File: src/rtl/biv_pkg.sv
`timescale 1ns / 1ps
// Package for the boot image verifier: command, status and register codes,
// field widths and the hash lane start values. No dependencies.
package biv_pkg;

	// Commands carried in tuser
	localparam logic [2:0] CMD_START      = 3'd0;
	localparam logic [2:0] CMD_HEADER     = 3'd1;
	localparam logic [2:0] CMD_IMAGE      = 3'd2;
	localparam logic [2:0] CMD_HASH       = 3'd3;
	localparam logic [2:0] CMD_SIG        = 3'd4;
	localparam logic [2:0] CMD_VERIFY     = 3'd5;
	localparam logic [2:0] CMD_CLEAR_FAIL = 3'd6;

	// Result status codes
	localparam logic [3:0] ST_OK        = 4'd0;
	localparam logic [3:0] ST_SIG_BAD   = 4'd1;
	localparam logic [3:0] ST_ROLLBACK  = 4'd2;
	localparam logic [3:0] ST_HASH_BAD  = 4'd3;
	localparam logic [3:0] ST_CORRUPT   = 4'd4;
	localparam logic [3:0] ST_UNTRUSTED = 4'd5;
	localparam logic [3:0] ST_REVOKED   = 4'd6;
	localparam logic [3:0] ST_SIZE      = 4'd7;
	localparam logic [3:0] ST_CHECKSUM  = 4'd8;
	localparam logic [3:0] ST_ATTACK    = 4'd9;

	// Register indexes (byte address = 8 * index)
	localparam logic [2:0] REG_KEY0      = 3'd0;
	localparam logic [2:0] REG_KEY1      = 3'd1;
	localparam logic [2:0] REG_KEY2      = 3'd2;
	localparam logic [2:0] REG_KEY3      = 3'd3;
	localparam logic [2:0] REG_REVOKED   = 3'd4;
	localparam logic [2:0] REG_FAIL_LIM  = 3'd5;
	localparam logic [2:0] REG_MAX_BYTES = 3'd6;

	localparam int TYPE_SLOTS = 4;
	localparam int SLOT_W     = 2;
	localparam int LANES      = 8;
	localparam int SIZE_W     = 18;

	localparam logic [31:0] IMAGE_MAGIC = 32'h5345_4342;
	localparam logic [7:0]  FAIL_MAX   = 8'd255;
	localparam logic [7:0]  FAIL_LIMIT_RESET = 8'd5;
	localparam logic [SIZE_W-1:0] MAX_BYTES_RESET = 18'd131072;

	localparam logic [31:0] LANE_INIT [LANES] = '{
		32'h6a09e667, 32'hbb67ae85, 32'h3c6ef372, 32'ha54ff53a,
		32'h510e527f, 32'h9b05688c, 32'h1f83d9ab, 32'h5be0cd19
	};

	localparam int IN_DATA_W  = 152;
	localparam int OUT_DATA_W = 48;

endpackage

File: src/rtl/boot_image_verifier.sv
`timescale 1ns / 1ps
// Boot image verifier top level: input stage, per-image hash and compare
// state, ordered verify checks and result register. Depends on biv_pkg.
//
// The block takes one command item per cycle and keeps pace with a byte stream:
// every transfer on the input side lands in a single input register, and from
// there it is applied to the image state (header checksum, one of eight hash
// lanes, the running hash and signature compares) or, for a verify command,
// runs the whole check chain and loads the result register. A verify result
// thus passes through the input register and then the result register, and
// a new item is taken every cycle; the rate drops only while a finished verify
// result sits unread in the result register and another verify waits behind
// it. Each item sees the state left by the one before it, so commands act
// strictly in stream order. Start clears the per-image state but keeps the
// version store and failure count, which only reset, verify and (for the
// count) clear-failures touch. Configuration registers sit on an APB port at
// byte address 8*index and are meant to be written while no item is in flight.
module boot_image_verifier
	import biv_pkg::*;
(
	input  logic                  clk,
	input  logic                  arst_n,
	// APB configuration port
	input  logic                  psel,
	input  logic                  penable,
	input  logic                  pwrite,
	input  logic [5:0]            paddr,
	input  logic [63:0]           pwdata,
	output logic [63:0]           prdata,
	output logic                  pready,
	// Command stream in
	input  logic                  s_axis_tvalid,
	output logic                  s_axis_tready,
	// data_byte[7:0], magic_word[39:8], image_version[71:40],
	// image_length[103:72], image_kind[111:104], wanted_kind[113:112],
	// header_sum[145:114], zero fill[151:146]
	input  logic [IN_DATA_W-1:0]  s_axis_tdata,
	// command[2:0]
	input  logic [2:0]            s_axis_tuser,
	// Verify results out
	output logic                  m_axis_tvalid,
	input  logic                  m_axis_tready,
	// status[3:0], failure_total[11:4], recorded_version[43:12], zero fill[47:44]
	output logic [OUT_DATA_W-1:0] m_axis_tdata
);

	// ------------------------------------------------------------------
	// Configuration registers
	// ------------------------------------------------------------------
	logic [63:0]       key_q [4];
	logic              revoked_q;
	logic [7:0]        fail_limit_q;
	logic [SIZE_W-1:0] max_bytes_q;
	logic              cfg_write;
	logic [2:0]        cfg_index;

	assign pready    = 1'b1;
	assign cfg_index = paddr[5:3];
	assign cfg_write = psel && penable && pwrite && pready;

	always_ff @(posedge clk or negedge arst_n) begin
		if (!arst_n) begin
			for (int i = 0; i < 4; i++) begin
				key_q[i] <= '0;
			end
			revoked_q    <= 1'b0;
			fail_limit_q <= FAIL_LIMIT_RESET;
			max_bytes_q  <= MAX_BYTES_RESET;
		end else if (cfg_write) begin
			case (cfg_index)
				REG_KEY0:      key_q[0]     <= pwdata;
				REG_KEY1:      key_q[1]     <= pwdata;
				REG_KEY2:      key_q[2]     <= pwdata;
				REG_KEY3:      key_q[3]     <= pwdata;
				REG_REVOKED:   revoked_q    <= pwdata[0];
				REG_FAIL_LIM:  fail_limit_q <= pwdata[7:0];
				REG_MAX_BYTES: max_bytes_q  <= pwdata[SIZE_W-1:0];
				default: ;
			endcase
		end
	end

	// Read back the addressed register, zero-extended
	always_comb begin
		case (cfg_index)
			REG_KEY0:      prdata = key_q[0];
			REG_KEY1:      prdata = key_q[1];
			REG_KEY2:      prdata = key_q[2];
			REG_KEY3:      prdata = key_q[3];
			REG_REVOKED:   prdata = {63'd0, revoked_q};
			REG_FAIL_LIM:  prdata = {56'd0, fail_limit_q};
			REG_MAX_BYTES: prdata = {{(64-SIZE_W){1'b0}}, max_bytes_q};
			default:       prdata = '0;
		endcase
	end

	// ------------------------------------------------------------------
	// Input register (stage 1)
	// ------------------------------------------------------------------
	logic        valid_s1;
	logic [2:0]  cmd_s1;
	logic [7:0]  byte_s1;
	logic [31:0] magic_s1;
	logic [31:0] version_s1;
	logic [31:0] length_s1;
	logic [7:0]  kind_s1;
	logic [1:0]  wanted_s1;
	logic [31:0] hsum_s1;

	logic        out_valid_q;
	logic        makes_result;
	logic        advance;
	logic        in_xfer;

	// Only verify produces a result; everything else retires without
	// touching the result register, so it never waits on the consumer.
	assign makes_result  = (cmd_s1 == CMD_VERIFY);
	assign advance       = valid_s1 && (!out_valid_q || m_axis_tready || !makes_result);
	assign s_axis_tready = !valid_s1 || advance;
	assign in_xfer       = s_axis_tvalid && s_axis_tready;

	always_ff @(posedge clk or negedge arst_n) begin
		if (!arst_n) begin
			valid_s1 <= 1'b0;
		end else if (s_axis_tready) begin
			valid_s1 <= s_axis_tvalid;
		end
	end

	// Payload needs no reset; load on every input transfer
	always_ff @(posedge clk) begin
		if (in_xfer) begin
			cmd_s1     <= s_axis_tuser;
			byte_s1    <= s_axis_tdata[7:0];
			magic_s1   <= s_axis_tdata[39:8];
			version_s1 <= s_axis_tdata[71:40];
			length_s1  <= s_axis_tdata[103:72];
			kind_s1    <= s_axis_tdata[111:104];
			wanted_s1  <= s_axis_tdata[113:112];
			hsum_s1    <= s_axis_tdata[145:114];
		end
	end

	// ------------------------------------------------------------------
	// Per-image state
	// ------------------------------------------------------------------
	logic [31:0] lanes_q [LANES];
	logic [2:0]  lane_ptr_q;
	logic [31:0] header_acc_q;
	logic [4:0]  hash_pos_q;
	logic        hash_diff_q;
	logic [5:0]  sig_pos_q;
	logic        sig_diff_q;
	logic [31:0] vstore_q [TYPE_SLOTS];
	logic [7:0]  fail_count_q;

	// One lane read per item: the image byte, hash byte and signature byte
	// commands each pick the lane they need.
	logic [2:0]  lane_sel;
	logic [31:0] lane_rd;
	logic [1:0]  byte_sel;
	logic [7:0]  hash_byte;
	logic [63:0] key_word;
	logic [7:0]  key_byte;

	always_comb begin
		case (cmd_s1)
			CMD_IMAGE: begin
				lane_sel = lane_ptr_q;
				byte_sel = 2'd0;
			end
			CMD_HASH: begin
				lane_sel = hash_pos_q[4:2];
				byte_sel = hash_pos_q[1:0];
			end
			default: begin
				lane_sel = sig_pos_q[4:2];
				byte_sel = sig_pos_q[1:0];
			end
		endcase
	end

	assign lane_rd   = lanes_q[lane_sel];
	// Byte 0 of a lane is its top byte
	assign hash_byte = lane_rd[{~byte_sel, 3'b000} +: 8];
	assign key_word  = key_q[sig_pos_q[4:3]];
	assign key_byte  = key_word[{~sig_pos_q[2:0], 3'b000} +: 8];

	// Lane update: xor, rotate left by 7, add byte*31
	logic [31:0] lane_x;
	logic [31:0] lane_rot;
	logic [12:0] byte_x31;
	logic [31:0] lane_new;

	assign lane_x   = lane_rd ^ {24'd0, byte_s1};
	assign lane_rot = {lane_x[24:0], lane_x[31:25]};
	assign byte_x31 = {byte_s1, 5'd0} - {5'd0, byte_s1};
	assign lane_new = lane_rot + {19'd0, byte_x31};

	// Header checksum: add, then rotate left by one
	logic [31:0] hdr_sum;
	assign hdr_sum = header_acc_q + {24'd0, byte_s1};

	// ------------------------------------------------------------------
	// Verify checks, in priority order
	// ------------------------------------------------------------------
	logic [31:0] stored_ver;
	logic [3:0]  status;
	logic        count_fail;
	logic        raise_ver;
	logic [7:0]  fail_next;
	logic [31:0] recorded;

	assign stored_ver = vstore_q[wanted_s1];

	always_comb begin
		count_fail = 1'b0;
		if (magic_s1 != IMAGE_MAGIC) begin
			status = ST_CORRUPT;
		end else if ((kind_s1 != {6'd0, wanted_s1}) || (kind_s1 == 8'd0) ||
				(kind_s1 >= 8'(TYPE_SLOTS))) begin
			status = ST_UNTRUSTED;
		end else if ((length_s1 == 32'd0) ||
				(length_s1 > {{(32-SIZE_W){1'b0}}, max_bytes_q})) begin
			status = ST_SIZE;
		end else if (header_acc_q != hsum_s1) begin
			status = ST_CHECKSUM;
		end else if (revoked_q) begin
			status = ST_REVOKED;
		end else if (hash_diff_q) begin
			status     = ST_HASH_BAD;
			count_fail = 1'b1;
		end else if (sig_diff_q) begin
			status     = ST_SIG_BAD;
			count_fail = 1'b1;
		end else if (version_s1 < stored_ver) begin
			status     = ST_ROLLBACK;
			count_fail = 1'b1;
		end else if (fail_count_q >= fail_limit_q) begin
			status = ST_ATTACK;
		end else begin
			status = ST_OK;
		end
	end

	// Kind equals wanted on the ok path, so the wanted slot is the one written
	assign raise_ver = (status == ST_OK) && (version_s1 > stored_ver);
	assign fail_next = (count_fail && (fail_count_q != FAIL_MAX)) ?
		fail_count_q + 8'd1 : fail_count_q;
	assign recorded  = raise_ver ? version_s1 : stored_ver;

	always_ff @(posedge clk or negedge arst_n) begin
		if (!arst_n) begin
			for (int i = 0; i < LANES; i++) begin
				lanes_q[i] <= LANE_INIT[i];
			end
			for (int i = 0; i < TYPE_SLOTS; i++) begin
				vstore_q[i] <= '0;
			end
			lane_ptr_q   <= '0;
			header_acc_q <= '0;
			hash_pos_q   <= '0;
			hash_diff_q  <= 1'b0;
			sig_pos_q    <= '0;
			sig_diff_q   <= 1'b0;
			fail_count_q <= '0;
		end else if (advance) begin
			case (cmd_s1)
				CMD_START: begin
					// Drop all per-image state; keep versions and the failure count
					for (int i = 0; i < LANES; i++) begin
						lanes_q[i] <= LANE_INIT[i];
					end
					lane_ptr_q   <= '0;
					header_acc_q <= '0;
					hash_pos_q   <= '0;
					hash_diff_q  <= 1'b0;
					sig_pos_q    <= '0;
					sig_diff_q   <= 1'b0;
				end
				CMD_HEADER: begin
					header_acc_q <= {hdr_sum[30:0], hdr_sum[31]};
				end
				CMD_IMAGE: begin
					lanes_q[lane_ptr_q] <= lane_new;
					lane_ptr_q          <= lane_ptr_q + 3'd1;
				end
				CMD_HASH: begin
					// Sticky mismatch flag; position wraps past the last byte
					if (hash_byte != byte_s1) begin
						hash_diff_q <= 1'b1;
					end
					hash_pos_q <= hash_pos_q + 5'd1;
				end
				CMD_SIG: begin
					if ((hash_byte ^ key_byte) != byte_s1) begin
						sig_diff_q <= 1'b1;
					end
					sig_pos_q <= sig_pos_q + 6'd1;
				end
				CMD_VERIFY: begin
					fail_count_q <= fail_next;
					if (raise_ver) begin
						vstore_q[wanted_s1] <= version_s1;
					end
				end
				CMD_CLEAR_FAIL: begin
					fail_count_q <= '0;
				end
				default: ;
			endcase
		end
	end

	// ------------------------------------------------------------------
	// Result register
	// ------------------------------------------------------------------
	logic [OUT_DATA_W-1:0] out_data_q;

	always_ff @(posedge clk or negedge arst_n) begin
		if (!arst_n) begin
			out_valid_q <= 1'b0;
		end else if (advance && makes_result) begin
			out_valid_q <= 1'b1;
		end else if (m_axis_tready) begin
			out_valid_q <= 1'b0;
		end
	end

	always_ff @(posedge clk) begin
		if (advance && makes_result) begin
			out_data_q <= {4'd0, recorded, fail_next, status};
		end
	end

	assign m_axis_tvalid = out_valid_q;
	assign m_axis_tdata  = out_data_q;

	// ------------------------------------------------------------------
	// Assertions
	// ------------------------------------------------------------------
	// Failure count only falls on clear-failures
	assert property (@(posedge clk) disable iff (!arst_n)
		(advance && (cmd_s1 != CMD_CLEAR_FAIL)) |=> (fail_count_q >= $past(fail_count_q)))
		else $error("failure count dropped without a clear");

	// A retired verify always leaves a result waiting
	assert property (@(posedge clk) disable iff (!arst_n)
		(advance && makes_result) |=> out_valid_q)
		else $error("verify retired without a result");

	// Input side stalls only behind a held item
	assert property (@(posedge clk) disable iff (!arst_n)
		!s_axis_tready |-> (valid_s1 && makes_result && out_valid_q))
		else $error("input stalled without cause");

	// Reported status is always a defined code
	assert property (@(posedge clk) disable iff (!arst_n)
		out_valid_q |-> (out_data_q[3:0] <= ST_ATTACK))
		else $error("status code out of range");

endmodule
File: config.mk
export PLATFORM = sky130hd
export DESIGN_NAME = boot_image_verifier
export DESIGN_NICKNAME = d
export VERILOG_FILES = /design/src/rtl/biv_pkg.sv /design/src/rtl/boot_image_verifier.sv
export SDC_FILE = /design/constraint.sdc
export NUM_CORES = 2
export LEC_CHECK = 0
export BUFFER_PORTS_ARGS = -buffer_cell sky130_fd_sc_hd__buf_2
export CAP_MARGIN = 10
export CORE_MARGIN = 2
export CORE_UTILIZATION = 45
export DETAILED_ROUTE_END_ITERATION = 6
export HOLD_SLACK_MARGIN = 0.06
export MAX_ROUTING_LAYER = met4
export PLACE_DENSITY = 0.75
export RECOVER_POWER = 25
export SETUP_SLACK_MARGIN = 0.2
export SYNTH_ARGS = -nofsm -noshare
export SYNTH_HDL_FRONTEND = slang
export SYNTH_SLANG_ARGS = --single-unit
File: constraint.sdc
create_clock -name clk -period 17.65 [get_ports clk]
set_clock_uncertainty 0.2 [all_clocks]
set_input_delay 0 -clock clk [delete_from_list [all_inputs] [get_ports clk]]
set_output_delay 0 -clock clk [all_outputs]
set_load 0.005 [all_outputs]
==> impl_metrics.csv <==
group,metric,value,unit
die,coreArea,100000,um^2
sta,period_minus_slack,9.70,ns
clock_network,cts_max_path_buffers,3,
power,power_frac_clock,33.6,%
synth,yosys_most_used_dff,"dfrtp_1",
die,io_pins,347,
clock_network,cts.sinks,917,
worst_hold_path,hold-path-endpoint,"key_q[196]",
global_routing,grt_pass1_wl,221000,um
sta,rsz0062_at_grt,"false",
finish,final_nets,4622,
finish,utilization,55.7,%
detailed_routing,drt-initial-drc-count,3826,
sta,slew_violations,486,
die,die_x,322,um
clock_network,cts_resized,0,
run_status,outcome,"finished, violations left",
power,p_seq_share,43.5,%
power,p_switching,1.88,mW
power,p_per_area,109,nW/um^2
sta,layout_setup_ws,7.95,ns
synth,syn_inst,3622,
flow_run,cap_viol_max_count,6,
worst_setup_path,r2r-end,"lanes_q[185]",
power,p_int,4.20,mW
worst_setup_path,critPathRequiredTime,16.03,ns
synth,synth_area_leaders,"dfrtp_1 (32%), edfxtp_1 (13%), mux2_2 (10%)",
placed_design,gp_congestion,0.956,
worst_setup_path,cp_max_fo,162,
global_routing,use_met1,35.3,%
global_routing,antenna_found_initial,18,
worst_setup_path,ff2ff_setup_slack,10.36,ns
die,num_rows,116,
global_routing,grt_max_degree,163,
synth,postSynthAreaPerCell,12.6,um^2
worst_hold_path,min_from,"pwrite",
synth,synth_top_area_share,32.2,%
detailed_routing,detail_route.first_pass.iterations,6,
sta,final.setup.tns,0,ns
finish,multi_input_area,20100,um^2
finish,fill_cells,7853,
detailed_routing,avgViaCountPerCell,6.18,
detailed_routing,drc,0,
worst_setup_path,cp_data_arrival_time,8.07,ns
synth,yosysWarnings,0,
clock_network,clk_latency,0.69,ns
sta,fmax,103,MHz
finish,mostFrequentLayoutCells,"dfrtp_1 (583), dlygate4sd3_1 (437), mux2_2 (422), nand2_1 (328), buf_2 (285)",
power,pwr-share-comb,22.9,%
global_routing,busiest_layer,"met2",
worst_setup_path,start_kind,"input port",
synth,ys_types,90,
sta,slew_headroom,-487,%
worst_setup_path,worstReg2RegStart,"cmd_s1[2]",
synth,synth-edff-count,193,
die,dieArea,104000,um^2
placed_design,io_buffers,332,
worst_setup_path,crit_type,"input port to async pin",
clock_network,cts_tree,"built",
detailed_routing,wl,146000,um
synth,synth-seq-area-share,52.9,%
placed_design,dp_slack,10.68,ns
detailed_routing,ant_nets,0,
worst_setup_path,end_kind,"async pin",
die,die_y,322,um
global_routing,use_met3,6.11,%
global_routing,grt_pass1_vias,36100,
detailed_routing,drt-wirelength-per-cell,25.6,um
clock_network,cts_root_buffer,"clkbuf_16",
sta,period_share,54.9,%
finish,drive_gt1_share,28.5,%
sta,worst_pin_slew,8.80,ns
power,peakVddDrop,0.0905,mV
worst_setup_path,r2r_cells,17,
power,switching_share,30.9,%
power,leakage,23.5,nW
clock_network,htree_levels,3,
detailed_routing,vias,35200,
synth,synth_area,45500,um^2
run_status,violations,"capacitance limit, slew limit",
clock_network,cts_buffers,91,
die,start_util,45.5,%
synth,yosysTopAreaCell,"dfrtp_1",
worst_hold_path,min_path_type,"input port to register",
synth,synthArstFlopShare,79.0,%
global_routing,grt_util_all_layers,28.8,%
finish,areaGrowthSynthToFinish,22.6,%
synth,yosys_register_bits,917,
sta,finalHoldViolCount,0,
global_routing,grt-ovfl-total,0,
finish,regArea,24100,um^2
worst_hold_path,whs_path_depth,4,
finish,final_common_cell,"dfrtp_1",
placed_design,hpwl,85200,um
clock_network,clkTransAtPathRegs,0.06,ns
sta,setup_viol,0,
global_routing,use_met2,44.7,%
-- synthesized netlist by cell type (15+ instances only) --
| cell | n |
|---|---|
| nand3_1 | 60 |
| a21o_1 | 24 |
| a32o_1 | 17 |
| edfxtp_1 | 193 |
| o22a_1 | 56 |
| and3_1 | 27 |
| a22oi_1 | 113 |
| nor3_1 | 34 |
| o21ai_0 | 95 |
| ha_1 | 87 |
| mux4_2 | 136 |
| buf_2 | 17 |
| inv_1 | 94 |
| nor2b_1 | 21 |
| nor2_1 | 164 |
| buf_1 | 28 |
| a21oi_1 | 131 |
| mux2i_1 | 119 |
| nor4_1 | 22 |
| dfrtp_1 | 585 |
| and2_1 | 20 |
| a22o_1 | 79 |
| clkbuf_1 | 187 |
| xor2_1 | 34 |
| nand2_1 | 328 |
| nand4_1 | 42 |
| o21ai_1 | 27 |
| nand2b_1 | 15 |
| xnor2_1 | 93 |
| mux2_2 | 422 |
| dfstp_2 | 139 |
-- sequential cells by signal (all words and copies together) (netlist names), 8 cells and up --
signal,cells
lanes_q,256
byte_s1,8
hsum_s1,32
magic_s1,32
vstore_q,128
version_s1,32
m_axis_tdata,44
key_q,256
length_s1,32
fail_count_q,8
kind_s1,8
fail_limit_q,8
header_acc_q,32
max_bytes_q,18
-- logic make-up after synthesis --
group,after synthesis,synth area share (%)
simple gates,797,8.49
other cells,2,0.0165
compound gates,649,10.0
mux,686,20.1
buf+inv,347,3.18
fa+ha+maj,89,2.48
flops,917,52.9
xor+xnor,135,2.78
-- through the flow --
stage               cell area, um^2  hold WS [ns]  total power, mW  std cells
floorplan                     45500        -0.496             3.47       3625
global placement              48400        -0.128             3.88       5067
detailed placement            48400        -0.130             3.92       5067
CTS                           55900        0.0642             6.00       5675
global route                  55800         0.120             6.28       5691
finish                        55800         0.107             6.07       5696
-- power by group through the flow --
stage | clock (mW) | combinational (mW) | sequential, mW
after CTS | 2.04 | 1.35 | 2.62
after detailed placement | 0 | 1.26 | 2.66
after global placement | 0 | 1.23 | 2.64
final | 2.04 | 1.39 | 2.64
after floorplan | 0 | 0.883 | 2.59
after global routing | 2.13 | 1.48 | 2.67
-- how the worst max path moves through the flow --
stage	end	slack [ns]	cells past startpoint	startpoint
floorplan	byte_s1[0]	9.22	4	cmd_s1[1]
detailed placement	lanes_q[185]	10.68	17	cmd_s1[2]
finish	vstore_q[124]	7.95	4	arst_n
global route	vstore_q[22]	6.09	4	arst_n
global placement	lanes_q[22]	10.69	19	cmd_s1[2]
CTS	lanes_q[175]	10.60	17	cmd_s1[2]
-- worst max-delay path, cell delays in order --
cell and delay, ns:
dlygate4sd3_1 0.52, dlygate4sd3_1 0.55, clkbuf_1 0.64, clkbuf_1 6.09
-- cell type report --
type | instances | share of cell area, %
flip-flops and latches | 917 | 43.2
multi-input cells | 2361 | 36.1
repair buffers | 836 | 11.6
clock buffers | 137 | 4.68
well taps | 1298 | 2.91
clock inverters | 33 | 0.836
inverters | 94 | 0.632
diodes | 20 | 0.0897
-- layer usage --
layer | vias up | wire (um)
met4 | 0 | 8940
met3 | 565 | 13900
met2 | 2078 | 68500
met5 | - | 0
li1 | 14800 | -
met1 | 17800 | 54700
-- timing repair --
item | in CTS | in global routing
setup buffers | 0 | 0
hold buffers | 438 | 0
endpoints found under the hold margin | 839 | 0
(Power assumes the default switching activity.)
